$ cat src/rtl/core/cpd_pkg.sv
// Shared constants and types for the capsule point distance block.
package cpd_pkg;

  localparam int CFG_IDX_W = 3;
  localparam int LEN_W     = 15;
  localparam int OUT_W     = 18;
  localparam int OUT_MAX   = 131071;
  localparam int OUT_MIN   = -131072;

  typedef enum logic [CFG_IDX_W-1:0] {
    REG_ORIGIN_X   = 3'd0,
    REG_ORIGIN_Y   = 3'd1,
    REG_ORIGIN_Z   = 3'd2,
    REG_SEG_LENGTH = 3'd3,
    REG_CAP_RADIUS = 3'd4
  } cfg_reg_e;

endpackage

$ cat src/rtl/core/capsule_point_distance.sv
// Capsule point distance: streamed point against one Y-aligned capsule, pipelined.
// Pipeline: a one-bit-per-stage square root of RW stages plus six fixed stages.
// Throughput: one request per cycle, busy_o stays low; the receiver cannot stall.
// Reset: asynchronous, zeroes config and valid regs (not data), empties the pipeline.
module capsule_point_distance #(
  parameter int COORD_WIDTH = 16
) (
  input  logic                                clk_i,
  input  logic                                rst_ni,
  input  logic                                cfg_we_i,
  input  logic [cpd_pkg::CFG_IDX_W-1:0]       cfg_idx_i,
  input  logic [((COORD_WIDTH > cpd_pkg::LEN_W) ? COORD_WIDTH : cpd_pkg::LEN_W)-1:0]
                                              cfg_wdata_i,
  input  logic                                start_i,
  output logic                                busy_o,
  input  logic signed [COORD_WIDTH-1:0]       point_x_i,
  input  logic signed [COORD_WIDTH-1:0]       point_y_i,
  input  logic signed [COORD_WIDTH-1:0]       point_z_i,
  output logic                                result_valid_o,
  output logic signed [cpd_pkg::OUT_W-1:0]    surface_distance_o,
  output logic                                inside_res_o
);

  localparam int W     = COORD_WIDTH;
  localparam int LW    = cpd_pkg::LEN_W;
  localparam int YW    = ((W + 1 > LW + 1) ? W + 1 : LW + 1) + 1;
  localparam int EW    = YW + 1;
  localparam int MW    = (EW - 1 > 31) ? 31 : EW - 1;
  localparam int RW    = MW + 1;
  localparam int SW    = 2 * RW;
  localparam int REMW  = RW + 3;
  localparam int DFW   = RW + 2;
  localparam int LAT   = RW + 6;
  localparam logic [EW-1:0] MAG_CAP = EW'((64'd1 << MW) - 64'd1);

  // configuration
  logic signed [W-1:0]  origin_x_q, origin_y_q, origin_z_q;
  logic [LW-1:0]        segment_length_q, cap_radius_q;
  logic signed [YW-1:0] lo_q, hi_q, lo_d, hi_d;
  logic [31:0]          rsq_q, rsq_d, r2_ext;

  always_ff @(posedge clk_i or negedge rst_ni) begin
    if (!rst_ni) begin
      origin_x_q       <= '0;
      origin_y_q       <= '0;
      origin_z_q       <= '0;
      segment_length_q <= '0;
      cap_radius_q     <= '0;
    end else if (cfg_we_i) begin
      case (cfg_idx_i)
        cpd_pkg::REG_ORIGIN_X:   origin_x_q       <= cfg_wdata_i[W-1:0];
        cpd_pkg::REG_ORIGIN_Y:   origin_y_q       <= cfg_wdata_i[W-1:0];
        cpd_pkg::REG_ORIGIN_Z:   origin_z_q       <= cfg_wdata_i[W-1:0];
        cpd_pkg::REG_SEG_LENGTH: segment_length_q <= cfg_wdata_i[LW-1:0];
        cpd_pkg::REG_CAP_RADIUS: cap_radius_q     <= cfg_wdata_i[LW-1:0];
        default: ;
      endcase
    end
  end

  // segment ends (Q.1, one fractional bit) and squared radius (Q.2)
  assign lo_d   = {{(YW-W-1){origin_y_q[W-1]}}, origin_y_q, 1'b0}
                - {{(YW-LW){1'b0}}, segment_length_q};
  assign hi_d   = {{(YW-W-1){origin_y_q[W-1]}}, origin_y_q, 1'b0}
                + {{(YW-LW){1'b0}}, segment_length_q};
  assign r2_ext = {{(32-LW-1){1'b0}}, cap_radius_q, 1'b0};
  assign rsq_d  = r2_ext * r2_ext;

  always_ff @(posedge clk_i or negedge rst_ni) begin
    if (!rst_ni) begin
      lo_q  <= '0;
      hi_q  <= '0;
      rsq_q <= '0;
    end else begin
      lo_q  <= lo_d;
      hi_q  <= hi_d;
      rsq_q <= rsq_d;
    end
  end

  assign busy_o = 1'b0;

  // stage 0: capture request
  logic                vld0_q;
  logic signed [W-1:0] px_q, py_q, pz_q;

  always_ff @(posedge clk_i or negedge rst_ni) begin
    if (!rst_ni) begin
      vld0_q <= 1'b0;
    end else begin
      vld0_q <= start_i && !busy_o;
    end
  end

  always_ff @(posedge clk_i) begin
    if (start_i && !busy_o) begin
      px_q <= point_x_i;
      py_q <= point_y_i;
      pz_q <= point_z_i;
    end
  end

  // stage 1: axis differences, y against clamped segment
  logic                vld1_q;
  logic signed [EW-1:0] pxe, pye, pze, oxe, oze, loe, hie, dlo, dhi;
  logic signed [EW-1:0] dx_d, dy_d, dz_d, dx_q, dy_q, dz_q;

  assign pxe = {{(EW-W-1){px_q[W-1]}}, px_q, 1'b0};
  assign pye = {{(EW-W-1){py_q[W-1]}}, py_q, 1'b0};
  assign pze = {{(EW-W-1){pz_q[W-1]}}, pz_q, 1'b0};
  assign oxe = {{(EW-W-1){origin_x_q[W-1]}}, origin_x_q, 1'b0};
  assign oze = {{(EW-W-1){origin_z_q[W-1]}}, origin_z_q, 1'b0};
  assign loe = {lo_q[YW-1], lo_q};
  assign hie = {hi_q[YW-1], hi_q};
  assign dlo = pye - loe;
  assign dhi = pye - hie;
  assign dx_d = pxe - oxe;
  assign dz_d = pze - oze;

  always_comb begin
    if (dlo[EW-1]) begin
      dy_d = dlo;
    end else if (!dhi[EW-1] && (dhi != '0)) begin
      dy_d = dhi;
    end else begin
      dy_d = '0;
    end
  end

  always_ff @(posedge clk_i or negedge rst_ni) begin
    if (!rst_ni) begin
      vld1_q <= 1'b0;
    end else begin
      vld1_q <= vld0_q;
    end
  end

  always_ff @(posedge clk_i) begin
    dx_q <= dx_d;
    dy_q <= dy_d;
    dz_q <= dz_d;
  end

  // stage 2: magnitudes, capped
  function automatic logic [MW-1:0] mag_f(input logic [EW-1:0] d);
    logic [EW-1:0] a;
    a = d[EW-1] ? (~d + 1'b1) : d;
    return (a > MAG_CAP) ? MAG_CAP[MW-1:0] : a[MW-1:0];
  endfunction

  logic          vld2_q;
  logic [MW-1:0] mx_q, my_q, mz_q;

  always_ff @(posedge clk_i or negedge rst_ni) begin
    if (!rst_ni) begin
      vld2_q <= 1'b0;
    end else begin
      vld2_q <= vld1_q;
    end
  end

  always_ff @(posedge clk_i) begin
    mx_q <= mag_f(dx_q);
    my_q <= mag_f(dy_q);
    mz_q <= mag_f(dz_q);
  end

  // stage 3: squares
  logic            vld3_q;
  logic [2*MW-1:0] sx_q, sy_q, sz_q;

  always_ff @(posedge clk_i or negedge rst_ni) begin
    if (!rst_ni) begin
      vld3_q <= 1'b0;
    end else begin
      vld3_q <= vld2_q;
    end
  end

  always_ff @(posedge clk_i) begin
    sx_q <= mx_q * mx_q;
    sy_q <= my_q * my_q;
    sz_q <= mz_q * mz_q;
  end

  // stage 4: squared distance; sqrt stages follow, one root bit each
  logic            vld_q  [0:RW];
  logic [SW-1:0]   rad_q  [0:RW-1];
  logic [REMW-1:0] rem_q  [0:RW-1];
  logic [RW-1:0]   root_q [0:RW];
  logic            ins_q  [1:RW];

  always_ff @(posedge clk_i or negedge rst_ni) begin
    if (!rst_ni) begin
      vld_q[0] <= 1'b0;
    end else begin
      vld_q[0] <= vld3_q;
    end
  end

  always_ff @(posedge clk_i) begin
    rad_q[0]  <= {2'b00, sx_q} + {2'b00, sy_q} + {2'b00, sz_q};
    rem_q[0]  <= '0;
    root_q[0] <= '0;
  end

  for (genvar j = 0; j < RW; j++) begin : g_sqrt
    logic [REMW-1:0] cur, trial;
    logic            take;

    assign cur   = {rem_q[j][REMW-3:0], rad_q[j][SW-1:SW-2]};
    assign trial = {1'b0, root_q[j], 2'b01};
    assign take  = (cur >= trial);

    always_ff @(posedge clk_i or negedge rst_ni) begin
      if (!rst_ni) begin
        vld_q[j+1] <= 1'b0;
      end else begin
        vld_q[j+1] <= vld_q[j];
      end
    end

    always_ff @(posedge clk_i) begin
      root_q[j+1] <= {root_q[j][RW-2:0], take};
    end

    if (j < RW - 1) begin : g_carry
      always_ff @(posedge clk_i) begin
        rad_q[j+1] <= {rad_q[j][SW-3:0], 2'b00};
        rem_q[j+1] <= take ? (cur - trial) : cur;
      end
    end

    if (j == 0) begin : g_ins_first
      always_ff @(posedge clk_i) begin
        ins_q[1] <= (rad_q[0] <= {{(SW-32){1'b0}}, rsq_q});
      end
    end else begin : g_ins_pass
      always_ff @(posedge clk_i) begin
        ins_q[j+1] <= ins_q[j];
      end
    end
  end

  // output stage: subtract the doubled radius from the root, halve with floor, saturate
  logic signed [DFW-1:0] diff, half, sat;

  assign diff = $signed({2'b00, root_q[RW]})
              - $signed({{(DFW-LW-1){1'b0}}, cap_radius_q, 1'b0});
  assign half = diff >>> 1;

  always_comb begin
    if (half > $signed(DFW'(cpd_pkg::OUT_MAX))) begin
      sat = DFW'(cpd_pkg::OUT_MAX);
    end else if (half < $signed(DFW'(cpd_pkg::OUT_MIN))) begin
      sat = DFW'(cpd_pkg::OUT_MIN);
    end else begin
      sat = half;
    end
  end

  always_ff @(posedge clk_i or negedge rst_ni) begin
    if (!rst_ni) begin
      result_valid_o <= 1'b0;
    end else begin
      result_valid_o <= vld_q[RW];
    end
  end

  always_ff @(posedge clk_i) begin
    surface_distance_o <= sat[cpd_pkg::OUT_W-1:0];
    inside_res_o       <= ins_q[RW];
  end

  a_lat_hit: assert property (@(posedge clk_i) disable iff (!rst_ni)
    (start_i && !busy_o) |-> ##(LAT) result_valid_o)
    else $error("request did not produce a result at the expected latency");

  a_lat_none: assert property (@(posedge clk_i) disable iff (!rst_ni)
    !(start_i && !busy_o) |-> ##(LAT) !result_valid_o)
    else $error("result strobe without a matching request");

  a_inside_sign: assert property (@(posedge clk_i) disable iff (!rst_ni)
    (result_valid_o && inside_res_o) |->
      (surface_distance_o[cpd_pkg::OUT_W-1] || (surface_distance_o == '0)))
    else $error("inside flag set with positive surface distance");

  a_outside_sign: assert property (@(posedge clk_i) disable iff (!rst_ni)
    (result_valid_o && !inside_res_o) |-> !surface_distance_o[cpd_pkg::OUT_W-1])
    else $error("outside point with negative surface distance");

endmodule
$ cat config.mk
export PLATFORM = sky130hd
export DESIGN_NAME = capsule_point_distance
export DESIGN_NICKNAME = d
export VERILOG_FILES = /design/src/rtl/core/cpd_pkg.sv /design/src/rtl/core/capsule_point_distance.sv
export SDC_FILE = /design/constraint.sdc
export NUM_CORES = 2
export LEC_CHECK = 0
export BUFFER_PORTS_ARGS = -buffer_cell sky130_fd_sc_hd__buf_2
export CAP_MARGIN = 0
export CORE_ASPECT_RATIO = 1.5
export CORE_MARGIN = 2
export CORE_UTILIZATION = 63
export CTS_BUF_LIST = sky130_fd_sc_hd__clkbuf_16
export DETAILED_ROUTE_END_ITERATION = 12
export GPL_TIMING_DRIVEN = 1
export PLACE_DENSITY_LB_ADDON = 0.15
export SLEW_MARGIN = 20
export SYNTH_ARGS = -nofsm -noshare
export SYNTH_HDL_FRONTEND = slang
export SYNTH_SLANG_ARGS = --single-unit
$ cat constraint.sdc
create_clock -name clk_i -period 12.2 [get_ports clk_i]
set_input_delay 1.22 -clock clk_i [delete_from_list [all_inputs] [get_ports clk_i]]
set_output_delay 1.22 -clock clk_i [all_outputs]
set_load 0.01 [all_outputs]
After elaboration in Yosys (flattened, before gate mapping):

Memories as Yosys holds them, arrays and structs flattened. A register that Yosys moved wholly into a read port is not among the register bits.
Index checks and enable logic that the tools add are counted.

* add/subtract/negate cells: 30
* multipliers: 4
* magnitude comparators: 25
* eq/ne operators: 4
* muxes and demuxes: 24
* bitwise logic cells: 3
* reduce and logical (&&, ||, !) cells: 9

Operator list (count)
* 22-bit by 21-bit greater-or-equal comparator with 1-bit output: 19
* 22-bit 2-to-1 mux: 18
* 22-bit by 21-bit subtractor with 22-bit output: 18
* 18-bit by 18-bit multiplier with 36-bit output: 3
* 19-bit by 18-bit > comparator with 1-bit output (second input constant): 4
* 19-bit 2-to-1 mux: 4
* 19-bit by 1-bit adder with 19-bit output (second input constant): 3
* 19-bit NOT: 3
* 37-bit by 36-bit adder with 38-bit output: 1
* 38-bit by 32-bit <= comparator with 1-bit output: 1
* 17-bit by 18-bit subtractor with 19-bit output: 2
* 36-bit by 36-bit adder with 37-bit output: 1
* 18-bit 2-to-1 mux: 2
* 17-bit by 17-bit subtractor with 18-bit output: 2
* 15-bit by 15-bit multiplier with 30-bit output: 1
* 19-bit by 16-bit subtractor with 20-bit output: 1
* 19-bit by 18-bit less-than comparator with 1-bit output (second input constant): 1
* 19-bit nonzero test: 1
* 17-bit by 16-bit adder with 18-bit output: 1
* 17-bit by 16-bit subtractor with 18-bit output: 1
* 2-bit AND reduction: 5
* 3-bit by 2-bit equality test with 1-bit output (second input constant): 2
* 3-bit by 1-bit equality test with 1-bit output (second input constant): 1
* 3-bit equality test (second input constant): 1
* 3 further kinds: 3

* register bits after elaboration: 452
* memory bits (writable): 1539
* bits of input ports: 71
* output and inout port bits: 21
* word-level logic and storage cells: 150
* memories: 4

Memory list
* rad_q: depth 19, bits a word 38, rd ports 19, clocked after memory_dff 0, write ports 19, line capsule_point_distance.sv:188 `logic [SW-1:0] rad_q [0:RW-1];`
* rem_q: depth 19, bits a word 22, rd ports 19, clocked after memory_dff 0, write ports 19, line capsule_point_distance.sv:189 `logic [REMW-1:0] rem_q [0:RW-1];`
* root_q: depth 20, bits a word 19, rd ports 20, clocked after memory_dff 0, write ports 20, line capsule_point_distance.sv:190 `logic [RW-1:0] root_q [0:RW];`
* ins_q: depth 19, bits a word 1, rd ports 19, clocked after memory_dff 1, write ports 19, line capsule_point_distance.sv:191 `logic ins_q [1:RW];`

Longest topological paths before layout:

* depth after elaboration: 5
* depth in mapped cells: 28
* mapped depth without buffers: 26

Least setup slack after synthesis:

No wires, ideal clock.

* path type: flip-flop to flip-flop
* from: register my_q[6]
* to: register sy_q[34]
* setup time: 0.125 ns
* data arrival time: 6.360 ns
* required time: 12.075 ns
* path slack: 5.715 ns
* cell stages (with the launch flop): 25
* buffers on the path: 2
* period minus slack after synthesis: 6.485 ns
* cell sequence: dfxtp_1 -> clkbuf_1 -> clkbuf_1 -> nand2_1 -> fa_1 -> inv_1 -> fa_1 -> fa_1 -> fa_1 -> fa_1 -> inv_1 -> fa_1 -> inv_1 -> ha_1 -> a21oi_1 -> o21a_1 -> a21boi_0 -> a211oi_1 -> o21a_1 -> or4b_1 -> a31oi_1 -> nor2b_1 -> o21ai_0 -> a31oi_1 -> xor2_1

* word-level cells in the longest chain between the ends: 1

Ends and longest elaborated chain
* start: declaration: line capsule_point_distance.sv:152 `logic [MW-1:0] mx_q, my_q, mz_q;`
* start signal: assignment: line capsule_point_distance.sv:164 `my_q <= mag_f(dy_q);`
* 18-bit by 18-bit multiplier with 36-bit output: line capsule_point_distance.sv:182 `sy_q <= my_q * my_q;`
* end signal: assignment: line capsule_point_distance.sv:182
* end: declaration: line capsule_point_distance.sv:170 `logic [2*MW-1:0] sx_q, sy_q, sz_q;`

No other way between the ends.
A chain may end at the register's enable or synchronous reset.

Worst setup path after layout:

* from: register my_q[9]
* to: register sy_q[34]

The elaborated chain is that of the path after synthesis.

==> run summary <==
Outcome: finished clean
Routed WL: 182,000 um
HP Start: rad_q[8][26]
Crit-path max FO: 14
Hold Violations, Final: 0
Most frequent cells after synthesis: inv_1, dfxtp_1, fa_1
Slew of the pin with the lowest slew margin: 1.07 ns
Slew margin rel.: 0.288
Worst Hold Path EP: rad_q[9][28]
YS warnings: 0
Sequential share of the synthesized area: 0.334
Critical Path Sink Type: flop
Async SR Flop Fraction: 0.127
Post-synth EDFFs: 48
I/O pins: 92
Clock Pin Slew Worst Setup and Hold Paths: 0.07 ns
Post-synthesis cell count: 8,345
Synth Area per Inst: 9.90 um^2
Core footprint: 0.130 mm^2
Die area: 0.134 mm^2
First-pass DRT Iterations: 5
Clk Latency, worst-skew pair: 0.78 ns
Top-count cell post-synth: inv_1
Vias in the first global route: 59,700
Worst min-delay path class: reg -> reg
Root Driver: clkbuf_16
Gr usage total: 0.280
FF-to-FF Start: my_q[9]
Sinks on Clock Net: 1,315
Drt initial violations: 2,605
DRC Markers: 0
Flop-to-flop setup slack: 4.97 ns
Highest Clock Rate: 138 MHz
Critical Path RT: 12.81 ns
Post-route ant nets: 0
Fin crit period: 7.23 ns
Kind of start point of the critical path: flop
Clk_skew: 0.0645 ns
Yosys cell types: 84
Setup TNS: 0 ns
H-tree level count: 3
CTS max path bufs: 3
Drt wl/cell: 17.8 um
Synth area leaders: dfxtp_1, fa_1, ha_1
Via density: 5.43
Chip Height: 448 um
Post-CTS Setup Inserts: 0
Seq cells post-synth: 1,315
Multi-input logic area: 0.0487 mm^2
CP Class: reg -> reg
RD Place Congestion: 0.949
Initial Utilization: 0.635
Total of max-cap violations: 0
Synth top area share: 0.266
Slew Viols, Final: 0
Reg2Reg Depth: 24
Storage cell area: 0.0276 mm^2
Largest net degree at the start of global routing: 64
PostCTS Resize Cnt: 0
Top_reg_cell synth: dfxtp_1
Synth-to-Final Area Change: 7.75%
CTS tree: yes
Fillcell total: 10,200
Post-synth top area cell: dfxtp_1
Unrepaired setup endpoints after global routing: no
CTS buffer count: 119
DR vias: 55,700
Netlist Area Pre-Place: 0.0826 mm^2
Final period util: 0.593
Final net count: 10,100
CP arrival: 7.84 ns
First-pass GRT wire length: 296,000 um
Layout cells sized above 1: 0.0489
HPWL Detailed: 148,000 um
# setup viols final: 0
Hold buffer count at CTS: 0
Port bufs: 90
Worst hold stages: 0
R2r endpoint: sy_q[34]
Antenna violations before repair: 3
Cell Rows: 162
Global route total overflow: 0
Die Span X: 300 um
==> sequential cells by signal (all words and copies together) (netlist names), 17 cells and up <==
signal              cells
lo_q                   17
my_q                   18
ins_q                  19
root_q                189
hi_q                   18
sy_q                   35
sx_q                   35
rad_q                 344
surface_distance_o     18
dz_q                   17
dy_q                   19
vld_q                  20
rem_q                 317
sz_q                   35
mx_q                   18
mz_q                   18
dx_q                   17
rsq_q                  29
==> layer usage <==
metal,wire length (um),share of wire,global-route usage
met1,64200,0.35,0.281
met2,101000,0.55,0.550
met3,5640,0.031,0.0311
met4,11600,0.064,0.161
met5,0,0,0
==> metrics by stage <==
stage | cells | cell area, um^2 | utilization | hold WS [ns] | setup slack, ns
detailed placement | 10000 | 84900 | 0.652 | 0.312 | 5.05
global route | 10300 | 89000 | 0.684 | 0.297 | 4.43
CTS | 10300 | 89000 | 0.684 | 0.291 | 5.02
global placement | 10000 | 84900 | 0.652 | 0.310 | 5.15
finish | 10300 | 89000 | 0.684 | 0.302 | 4.97
floorplan | 8351 | 82700 | - | 0.310 | 5.72
==> worst max-delay path, cell delays in order (launching register included) <==
cell      delay (ns)
dfxtp_1         0.71
inv_1           0.29
nor2_1          0.26
inv_1           0.09
fa_1            0.49
fa_1            0.46
fa_1            0.54
inv_1           0.05
fa_1            0.45
fa_1            0.53
inv_1           0.05
fa_1            0.47
inv_1           0.04
ha_1            0.33
a21oi_1         0.16
o21a_1          0.19
a21boi_0        0.26
a211oi_1        0.10
o21a_1          0.23
or4b_1          0.48
a31oi_1         0.28
nor2b_1         0.08
o21ai_0         0.26
a31oi_1         0.15
xor2_1          0.17
==> layout make-up <==
type                    instances  share of cell area
multi-input cells            5340               0.547
diodes                          1           0.0000281
inverters                    1550              0.0653
clock buffers                 120              0.0337
flip-flops and latches       1315               0.310
clock inverters               107              0.0129
repair buffers                104             0.00645
well taps                    1722              0.0242
==> worst max path at each step <==
| stage | startpoint | to | slack (ns) |
|---|---|---|---|
| after floorplan | my_q[6] | sy_q[34] | 5.72 |
| after global placement | my_q[4] | sy_q[34] | 5.15 |
| after detailed placement | my_q[9] | sy_q[34] | 5.05 |
| after CTS | my_q[9] | sy_q[34] | 5.02 |
| after global routing | mz_q[5] | sz_q[35] | 4.43 |
| final | my_q[9] | sy_q[34] | 4.97 |
==> layout by cell type (no fill, tap or decap), types with 47 or more instances in the layout <==
cell type	count
a21o_1	132
a21oi_1	349
and2_1	203
buf_2	89
clkbuf_16	120
dfrtp_1	167
dfxtp_1	1100
edfxtp_1	48
fa_1	831
ha_1	794
inv_1	1564
mux2_2	62
nand2_1	639
nand2b_1	101
nand3_1	88
nand4_1	47
nor2_1	436
nor2b_1	85
nor3_1	130
o21a_1	94
o21ai_0	293
or3_1	49
xnor2_1	341
xor2_1	183
==> cell families after synthesis <==
logic type | Yosys count | synth area share
compound gates | 1154 | 0.0872
xor+xnor | 524 | 0.0555
fa+ha+maj | 1625 | 0.322
buf+inv | 1696 | 0.0772
flops | 1315 | 0.334
mux | 81 | 0.0107
other cells | 1 | 0.0000454
simple gates | 1949 | 0.113
Power is not shown: default switching activity piles up to over one toggle a cycle in this logic, so the estimate is an artifact.
